File: config.mk
export PLATFORM = sky130hd
export DESIGN_NAME = breathing_led_pwm
export DESIGN_NICKNAME = d
export VERILOG_FILES = /design/src/rtl/core/blp_pkg.sv /design/src/rtl/core/breathing_led_pwm.sv /design/src/rtl/core/blp_engine.sv
export SDC_FILE = /design/constraint.sdc
export NUM_CORES = 1
export LEC_CHECK = 0
export ABC_AREA = 1
export BUFFER_PORTS_ARGS = -buffer_cell sky130_fd_sc_hd__buf_2
export CORE_MARGIN = 5
export CORE_UTILIZATION = 49
export DETAILED_ROUTE_END_ITERATION = 6
export PLACE_DENSITY_LB_ADDON = 0.1
export SLEW_MARGIN = 25
export SYNTH_ARGS = -nofsm -noshare
export SYNTH_HDL_FRONTEND = slang
export SYNTH_SLANG_ARGS = --single-unit
File: constraint.sdc
create_clock -name aclk -period 2.7 [get_ports aclk]
set_input_delay 0.27 -clock aclk [delete_from_list [all_inputs] [get_ports aclk]]
set_output_delay 0.27 -clock aclk [all_outputs]
set_load 0.02 [all_outputs]
File: src/rtl/core/blp_pkg.sv
// Package for the breathing LED PWM block: item codes, phase codes, engine state.
// No dependencies; used by blp_engine and breathing_led_pwm.
`timescale 1ns / 1ps

package blp_pkg;

    // Item kinds carried in s_tuser
    typedef enum logic [1:0] {
        MODE_RUN   = 2'd0,
        MODE_START = 2'd1,
        MODE_STOP  = 2'd2,
        MODE_NONE  = 2'd3
    } mode_t;

    // PWM period phases
    typedef enum logic [1:0] {
        PH_START = 2'd0,
        PH_HOLD  = 2'd1,
        PH_WAIT  = 2'd2,
        PH_STEP  = 2'd3
    } phase_t;

    // Configuration register indexes
    localparam logic [1:0] CFG_PERIOD_TICKS = 2'd0;
    localparam logic [1:0] CFG_DUTY_STEP    = 2'd1;
    localparam logic [1:0] CFG_DUTY_MAX     = 2'd2;

    localparam logic [7:0] PERIOD_TICKS_RST = 8'd20;
    localparam logic [6:0] DUTY_STEP_RST    = 7'd1;
    localparam logic [6:0] DUTY_MAX_RST     = 7'd20;

    typedef struct packed {
        phase_t      phase;
        logic [6:0]  duty_level;
        logic        rising;
        logic        running;
        logic [7:0]  tick_count;
        logic        led_level;
    } eng_state_t;

    typedef struct packed {
        logic [7:0] period_ticks;
        logic [6:0] duty_step;
        logic [6:0] duty_max;
    } eng_cfg_t;

endpackage

File: src/rtl/core/breathing_led_pwm.sv
// Top level of the breathing LED PWM heartbeat: stream ports, config registers,
// input beat register, engine state and result register. Depends on blp_pkg, blp_engine.
`timescale 1ns / 1ps

// Path: an accepted input beat goes through the input beat register, then the result register, onto m_.
// Throughput: one beat per cycle; both stages advance together whenever the
//   result register is empty or being drained, so backpressure only stalls.
// Reset (aresetn low, synchronous): pipeline emptied, engine state to period
//   start, duty 0, ramp rising, running, LED off; registers to 20 / 1 / 20.
module breathing_led_pwm import blp_pkg::*; (
    input  logic        aclk,
    input  logic        aresetn,
    // configuration write port
    input  logic        cfg_wr_en,
    input  logic [1:0]  cfg_index,
    input  logic [7:0]  cfg_data,
    // input stream
    input  logic        s_tvalid,
    output logic        s_tready,
    input  logic [7:0]  s_tdata,    // [0] tick, [7:1] zero
    input  logic [1:0]  s_tuser,    // [1:0] mode
    // result stream
    output logic        m_tvalid,
    input  logic        m_tready,
    output logic [15:0] m_tdata     // [0] led_on, [7:1] duty_now, [8] ramp_rising, [15:9] zero
);

    eng_cfg_t   cfg_reg;
    eng_state_t st_reg;
    eng_state_t st_next;

    // input stage
    logic   in_vld_reg;
    mode_t  in_mode_reg;
    logic   in_tick_reg;

    // result stage
    logic        out_vld_reg;
    logic        out_led_reg;
    logic [6:0]  out_duty_reg;
    logic        out_rise_reg;

    logic adv;      // result stage can take a new beat
    logic fire;     // input stage beat moves through the engine

    assign adv      = !out_vld_reg || m_tready;
    assign fire     = in_vld_reg && adv;
    assign s_tready = !in_vld_reg || adv;

    blp_engine u_engine (
        .cur  (st_reg),
        .cfg  (cfg_reg),
        .mode (in_mode_reg),
        .tick (in_tick_reg),
        .nxt  (st_next)
    );

    // configuration registers; the user must write them only while idle, the block does not enforce it
    always_ff @(posedge aclk) begin
        if (!aresetn) begin
            cfg_reg.period_ticks <= PERIOD_TICKS_RST;
            cfg_reg.duty_step    <= DUTY_STEP_RST;
            cfg_reg.duty_max     <= DUTY_MAX_RST;
        end else if (cfg_wr_en) begin
            unique case (cfg_index)
                CFG_PERIOD_TICKS: cfg_reg.period_ticks <= cfg_data;
                CFG_DUTY_STEP:    cfg_reg.duty_step    <= cfg_data[6:0];
                CFG_DUTY_MAX:     cfg_reg.duty_max     <= cfg_data[6:0];
                default: ;
            endcase
        end
    end

    // input beat register
    always_ff @(posedge aclk) begin
        if (!aresetn) begin
            in_vld_reg <= 1'b0;
        end else if (s_tready) begin
            in_vld_reg <= s_tvalid;
        end
    end

    always_ff @(posedge aclk) begin
        if (s_tready && s_tvalid) begin
            in_mode_reg <= mode_t'(s_tuser);
            in_tick_reg <= s_tdata[0];
        end
    end

    // engine state, updated once per processed beat
    always_ff @(posedge aclk) begin
        if (!aresetn) begin
            st_reg.phase      <= PH_START;
            st_reg.duty_level <= 7'd0;
            st_reg.rising     <= 1'b1;
            st_reg.running    <= 1'b1;
            st_reg.tick_count <= 8'd0;
            st_reg.led_level  <= 1'b0;
        end else if (fire) begin
            st_reg <= st_next;
        end
    end

    // result register
    always_ff @(posedge aclk) begin
        if (!aresetn) begin
            out_vld_reg <= 1'b0;
        end else if (adv) begin
            out_vld_reg <= in_vld_reg;
        end
    end

    always_ff @(posedge aclk) begin
        if (fire) begin
            out_led_reg  <= st_next.led_level;
            out_duty_reg <= st_next.duty_level;
            out_rise_reg <= st_next.rising;
        end
    end

    assign m_tvalid = out_vld_reg;
    assign m_tdata  = {7'd0, out_rise_reg, out_duty_reg, out_led_reg};

endmodule

File: src/rtl/core/blp_engine.sv
// Next-state logic of the PWM engine for one item (run, start, stop).
// Depends on blp_pkg.
`timescale 1ns / 1ps

module blp_engine import blp_pkg::*; (
    input  eng_state_t cur,
    input  eng_cfg_t   cfg,
    input  mode_t      mode,
    input  logic       tick,
    output eng_state_t nxt
);

    logic [7:0] tc_inc;
    logic [7:0] ramp_sum;

    assign ramp_sum = {1'b0, cur.duty_level} + {1'b0, cfg.duty_step};

    always_comb begin
        nxt    = cur;
        tc_inc = cur.tick_count;
        // saturating tick count
        if (tick && (cur.tick_count != 8'hFF)) begin
            tc_inc = cur.tick_count + 8'd1;
        end
        unique case (mode)
            MODE_RUN: begin
                nxt.tick_count = tc_inc;
                unique case (cur.phase)
                    PH_START: begin
                        if (!cur.running) begin
                            nxt.led_level = 1'b0;
                        end else begin
                            if (cur.duty_level != 7'd0) begin
                                nxt.led_level = 1'b1;
                            end
                            nxt.tick_count = 8'd0;
                            nxt.phase      = PH_HOLD;
                        end
                    end
                    PH_HOLD: begin
                        if (tc_inc >= {1'b0, cur.duty_level}) begin
                            nxt.led_level = 1'b0;
                            nxt.phase     = PH_WAIT;
                        end
                    end
                    PH_WAIT: begin
                        if (tc_inc >= cfg.period_ticks) begin
                            nxt.phase = PH_STEP;
                        end
                    end
                    PH_STEP: begin
                        // triangle ramp: clamp at peak, floor at zero
                        if (cur.rising) begin
                            if (ramp_sum >= {1'b0, cfg.duty_max}) begin
                                nxt.duty_level = cfg.duty_max;
                                nxt.rising     = 1'b0;
                            end else begin
                                nxt.duty_level = ramp_sum[6:0];
                            end
                        end else begin
                            if (cur.duty_level <= cfg.duty_step) begin
                                nxt.duty_level = 7'd0;
                                nxt.rising     = 1'b1;
                            end else begin
                                nxt.duty_level = cur.duty_level - cfg.duty_step;
                            end
                        end
                        nxt.phase = PH_START;
                    end
                    default: nxt = cur;
                endcase
            end
            MODE_START: begin
                nxt.running = 1'b1;
            end
            MODE_STOP: begin
                // phase is kept
                nxt.running    = 1'b0;
                nxt.led_level  = 1'b0;
                nxt.duty_level = 7'd0;
                nxt.rising     = 1'b1;
            end
            default: nxt = cur;
        endcase
    end

endmodule

==> impl_metrics.toml, run 1 <==
[timing]
hold_violations = 0
fin_crit_ps = 2800
worst_slack_ps = -97.5
setup_viol = 14
fmax_ghz = 0.357
tightest_slew_ps = 697
post-route-period-util_pct = 104
maxSlewHeadroom_pct = 53.5
final_max_slew_viol_count = 0
skew_ps = 10.4
rsz0062_at_grt = "true"

[run_status]
violations = "setup timing"
status = "finished with violations"

[clock_tree]
cts.htree.levels = 2
clkTransAtPathRegs_ps = 110
cts_buffer_depth = 2
root_buffer = "clkbuf_8"
clkSinkCount = 56
clk_latency_ps = 320
cts_tree = "yes"
ctsHoldBuffers = 0
cts-buffers-inserted = 5

[worst_setup_path]
critPathArrivalTime_ps = 2870
reg2reg_to = "out_duty_reg[0]"
worst-r2r-cell-count = 19
crit_path_start_kind = "flip-flop"
endpoint = "out_duty_reg[0]"
endpoint_kind = "flip-flop"
r2r-start = "cfg_reg[9]"
path_max_fanout = 7
r2r_setup_slack_ps = -100
startpoint = "cfg_reg[9]"
required_ps = 2780
critPathKind = "reg -> reg"

[synthesis]
synthCells = 530
ys_warn_count = 0
syn-mean-instance-area_um2 = 7.36
synth_area_leader_cell = "dfxtp_1"
ys_types = 40
synth_edf_count = 12
async_flop_share_pct = 0
netlist_area_um2 = 3900
synthFlopType = "dfxtp_1"
ys_ff_latch = 56
synth_top_area_share_pct = 22.6
yosys-top-cells-area = "dfxtp_1 23%, ha_1 14%, nand2_1 11%"
synth-seq-area-share_pct = 31.8

[die]
rows = 32
coreArea_um2 = 7730
io-pin-count = 43
start_util_pct = 50.5
die_y_um = 99.2
dieArea_um2 = 9840
fp.dieW_um = 99.2

[job]
max_cap_viol_count = 0

[routing]
routed_wl_um = 10500
wl_per_cell_um = 14.7
ant_nets = 0
drt_first_pass_iters = 4
via_per_inst = 5.16
via_count = 3693
first_iter_violations = 140
drc = 0

[final_layout]
num_antenna_cells = 0
syn2layout_area_growth_pct = 33.4
nNetsFinal = 683
fin_area_um2 = 5200
largest_register_ffs = 22
drive_above_1_share_pct = 35.8
final_util_pct = 67.3

[pwr]
p_per_area_nw_per_um2 = 450
ir_drop_mv = 0.230
fin_total_pwr_w = 0.00234
p_leak_nw = 2.47

[placed_design]
placed_cell_area_um2 = 4420
portBuffers = 28
hpwl_um = 7530
place_congestion = 0.894
pre_cts_ws_ps = -264

[grt]
track_usage_pct = 20.3
grt_overflow = 0
grt_pass1_vias = 3380
grt_antenna_before_repair = 0
grt_max_degree = 25
grt_pass1_wl_um = 16100

[min_path]
hp-class = "in -> reg"
==> critical path, stage by stage, from the launching register on <==
cell       delay [ps]
dfxtp_2           340
inv_2              50
ha_4              280
inv_2              40
a21oi_2           160
nand2_2           100
nand2_4            80
nor2_4             40
nor2_1             90
nand2_1            70
nand2_2            90
ha_4              210
a21oi_4           150
o2111ai_4         150
nor2_4            280
nand3_2           130
nand3_2            80
nand2_1            60
nand2_1            80
nand2_2            60
==> what timing repair did <==
action                     4_1_cts  5_1_grt
gates resized for setup         38       88
setup endpoints to repair       19       20
setup buffers                    4       12
cloned                           0        0
pin swaps                       20       58
==> per-layer routing <==
metal,vias up,routed length [µm],global-route usage (%)
met2,79,5560,36.0
met1,1710,4310,26.2
met3,18,422,2.17
met4,0,251,5.67
li1,1886,-,-
met5,-,0,0
==> power by group <==
group / leakage [nW] / total (W) / internal (W) / switching [W]
combinational: 1.92 / 0.000739 / 0.000317 / 0.000422
clock: 0.0687 / 0.000674 / 0.000374 / 0.000300
sequential: 0.478 / 0.000929 / 0.000898 / 0.0000303
total: 2.47 / 0.00234 / 0.00159 / 0.000753
==> cell type report <==
cell class	count	area, µm²
Multi-Input combinational cell	372	2700
Timing Repair Buffer	91	644
Clock inverter	3	68.8
Sequential cell	56	1250
Tap cell	102	128
Inverter	87	334
Fill cell	642	2530
Clock buffer	5	68.8
==> per-stage QoR <==
step | TNS [ps] | cells | hold WS [ps]
5_1_grt | -4080 | 716 | 104
4_1_cts | -661 | 704 | 113
2_1_floorplan | 0 | 536 | 369
3_3_place_gp | -3120 | 692 | 447
6_report | -790 | 716 | 117
3_5_place_dp | -3670 | 692 | 448
==> how the worst min path moves through the flow <==
stage | start | to | slack [ps] | depth (start not counted)
CTS | s_tuser[1] | in_mode_reg[1] | 110 | 1
floorplan | s_tuser[0] | in_mode_reg[0] | 370 | 0
detailed placement | s_tuser[1] | in_mode_reg[1] | 450 | 1
finish | s_tuser[1] | in_mode_reg[1] | 120 | 1
global route | s_tuser[1] | in_mode_reg[1] | 100 | 1
global placement | s_tuser[0] | in_mode_reg[0] | 450 | 1
==> synth_stat cells (all sizes together) (4+ instances only) <==
cell    count
o211ai      4
nor2       19
nand4      11
edfxtp     12
a21oi      64
clkbuf      7
nand2     122
ha         43
xor2        6
dfxtp      44
inv        86
buf        14
nand3b      5
o21ai      27
xnor2       7
nand3      38
nor3        5
==> cell usage in the layout (no fill, tap or decap), drive strengths merged, types with 2 or more instances in the layout <==
cell    instances
nand2         122
buf            91
inv            87
a21oi          64
dfxtp          44
ha             43
nand3          38
o21ai          27
nor2           19
edfxtp         12
nand4          11
conb            7
xnor2           7
xor2            6
nor3            5
clkbuf          5
nand3b          5
o211ai          4
a21o            3
a31oi           3
bufinv          2
fa              2
==> kinds of logic after synthesis <==
logic type | share of synthesized area (%)
and+or+nand+nor | 23.3
xor gates and xnor gates | 2.92
buffers and inverters | 11.9
DFF | 31.8
AOI/OAI and AO/OA | 15.1
other | 0.0962
adders and majority gates | 14.8
(Power assumes the default switching activity.)
==> inputs of run 2 (changes only) <==
--- a/config.mk
+++ b/config.mk
@@ -5,12 +5,12 @@
 export SDC_FILE = /design/constraint.sdc
 export NUM_CORES = 1
 export LEC_CHECK = 0
-export ABC_AREA = 1
 export BUFFER_PORTS_ARGS = -buffer_cell sky130_fd_sc_hd__buf_2
+export CORE_ASPECT_RATIO = 1.4
 export CORE_MARGIN = 5
 export CORE_UTILIZATION = 49
 export DETAILED_ROUTE_END_ITERATION = 6
-export PLACE_DENSITY_LB_ADDON = 0.1
+export PLACE_DENSITY = 0.71
 export SLEW_MARGIN = 25
 export SYNTH_ARGS = -nofsm -noshare
 export SYNTH_HDL_FRONTEND = slang
==> run 2 against run 1 <==
  * The flow still finishes with violations (setup timing)
  * Die area up 0.89%
  * Area after synthesis up 0.71%
  * Global-route usage up 0.51 points
  * Maximum frequency down 23%
  * Total power down 32%
  * Clock power down 32%
  * Synthesized cell count down 14%
  * Cell count down 11%
  * Register-to-register slack worse by 830 ps
  * Design area down 5.2%
  * Largest cell class unchanged
  * Largest power group unchanged
  * Highest routed layer unchanged
==> impl_metrics.toml, run 2 <==
[run_status]
status = "finished with violations"
violations = "setup timing"

[die]
rows = 38
io-pin-count = 43
fp.dieW_um = 85.7
dieArea_um2 = 9930
die_y_um = 116
coreArea_um2 = 7800
start_util_pct = 50.4

[final_layout]
largest_register_ffs = 22
final_cell_mix = "71 x buf_4, 41 x inv_1, 40 x nand2_1, 40 x dfxtp_1, 38 x ha_1"
fin_area_um2 = 4930
final_common_cell = "buf_4"
drive_above_1_share_pct = 29.0
syn2layout_area_growth_pct = 25.6
num_antenna_cells = 0
nNetsFinal = 607

[synthesis]
synthXorXnorAreaFrac_pct = 2.90
synthMuxAreaShare_pct = 5.70
synth-seq-area-share_pct = 31.6
ys_ff_latch = 56
synth_compound_area_share_pct = 19.9
async_flop_share_pct = 0
synthCells = 454
ys_top_cells_by_count = "44 x dfxtp_1, 43 x ha_1, 42 x inv_1"
synthSimpleGateAreaFrac_pct = 17.0
synth_area_leader_cell = "dfxtp_1"
synth_top_area_share_pct = 22.4
synthFlopType = "dfxtp_1"
synth_top_family_by_area = "compound AO/OA/AOI/OAI gates"
ys_warn_count = 0
synth_adder_area_share_pct = 14.7
synth.most_common_cell = "dfxtp_1"
ys_types = 60
yosys-top-cells-area = "dfxtp_1 22%, ha_1 14%, edfxtp_1 9.2%"
netlist_area_um2 = 3930
syn-mean-instance-area_um2 = 8.65
synth_edf_count = 12

[worst_setup_path]
reg2reg_to = "out_duty_reg[6]"
required_ps = 2780
worst-r2r-cell-count = 14
r2r_setup_slack_ps = -930
r2r-start = "st_reg[11]"
crit_path_start_kind = "flip-flop"
critPathArrivalTime_ps = 3710
endpoint_kind = "flip-flop"
critPathKind = "reg -> reg"
path_max_fanout = 5

[pwr]
ir_drop_mv = 0.242
p_leak_nw = 2.22
p_per_area_nw_per_um2 = 323

[timing]
post-route-period-util_pct = 135
tns_ps = -13110
tightest_slew_ps = 784
fmax_ghz = 0.275
maxSlewHeadroom_pct = 47.8
worst_slack_ps = -932
setup_viol = 18
rsz0062_at_grt = "true"
final_max_slew_viol_count = 0
hold_violations = 0
fin_crit_ps = 3630
skew_ps = 9.79

[routing]
drc = 0
drt-met1-wl_um = 3950
wl_per_cell_um = 16.1
ant_nets = 0
via_count = 3530
drt_first_pass_iters = 5
wl_met3_um = 334
highest_layer = "met4"
routed_wl_um = 10300
first_iter_violations = 212
via_per_inst = 5.53
wl_met2_um = 5270

[grt]
grt_overflow = 0
grt_pass1_wl_um = 16200
grt_pass1_vias = 3482
track_usage_pct = 20.8
grt_max_degree = 27
grt_antenna_before_repair = 0

[clock_tree]
clk_latency_ps = 320
cts_tree = "yes"
root_buffer = "clkbuf_8"
cts-buffers-inserted = 5
cts.htree.levels = 2
clkSinkCount = 56
ctsHoldBuffers = 0
cts_buffer_depth = 2
clkTransAtPathRegs_ps = 100

[min_path]
whs_path_depth = 1
min_to = "in_mode_reg[0]"
min_from = "s_tuser[0]"
hp-class = "in -> reg"

[job]
max_cap_viol_count = 0

[placed_design]
hpwl_um = 7900
portBuffers = 28
place_congestion = 0.901
pre_cts_ws_ps = -1150
placed_cell_area_um2 = 4600
-- run 2: cell count changes in the layout (fill, tap and decap cells not counted), sizes merged, moves of 7 or more --
cell   previous run  this run
nand4            11         2
and3              0         7
a22oi             0         7
nor2b             0        32
inv              87        42
mux2i             0        16
nand2           122        40
a21oi            64        27
buf              91        99
nand3            38         7
-- run 2: per-layer routing --
metal  track usage (%)  up-vias
li1                  -     1736
met1              21.5     1656
met2              38.1       95
met3              2.99       43
met4              15.1        0
met5                 0        -
-- run 2: final cells by class --
type | count | area [µm²]
fillers | 689 | 2870
multi-input cells | 333 | 2650
flip-flops and latches | 56 | 1250
repair buffers | 99 | 673
inverters | 42 | 158
well taps | 100 | 125
clock buffers | 8 | 80.1
-- run 2: metrics by stage --
step / instances / total power (W) / util [%] / hold WS (ps)
floorplan: 460 / 0.00106 / - / 369
global placement: 623 / 0.00113 / 59.0 / 446
detailed placement: 623 / 0.00114 / 59.0 / 451
CTS: 636 / 0.00160 / 62.2 / 114
global route: 638 / 0.00166 / 63.3 / 113
finish: 638 / 0.00159 / 63.3 / 123
-- run 2: worst max-delay path by stage --
stage               depth (start not counted)       start              end
global placement                           14  st_reg[11]  out_duty_reg[6]
CTS                                        14  st_reg[11]  out_duty_reg[6]
detailed placement                         14  st_reg[11]  out_duty_reg[6]
floorplan                                  15  st_reg[11]  out_duty_reg[6]
global route                               14  st_reg[11]  out_duty_reg[6]
finish                                     14  st_reg[11]  out_duty_reg[6]
-- run 2: critical path: stages (launching register included) --
cell and delay [ps]:
dfxtp_4 360, ha_4 160, fa_2 360, nor2b_4 140, o311ai_2 240, mux2i_1 230
o211a_1 220, ha_4 220, a211o_1 260, a211oi_2 140, o21ai_1 100, or2_4 280
mux2_4 320, a221oi_4 300, o21ai_2 80
-- run 2: where the power goes --
group          leakage, nW  total [W]  switching, W  internal (W)
registers            0.474   0.000890     0.0000138      0.000876
clock network       0.0395   0.000459      0.000273      0.000185
logic                 1.70   0.000246      0.000138      0.000108
total                 2.22    0.00159      0.000425       0.00117
-- run 2: cells by family after synthesis --
| kind of cell | after synthesis |
|---|---|
| buffers and inverters | 71 |
| adders and majority gates | 45 |
| and+or+nand+nor | 131 |
| DFF | 56 |
| xor gates and xnor gates | 13 |
| AOI/OAI and AO/OA | 116 |
| muxes | 21 |
| other | 1 |
-- run 2: timing repair --
| item | in CTS | in global routing |
|---|---|---|
| endpoints found under the setup margin | 20 | 20 |
| pin swaps | 32 | 18 |
| setup buffers | 6 | 2 |
| gates resized for setup | 26 | 14 |
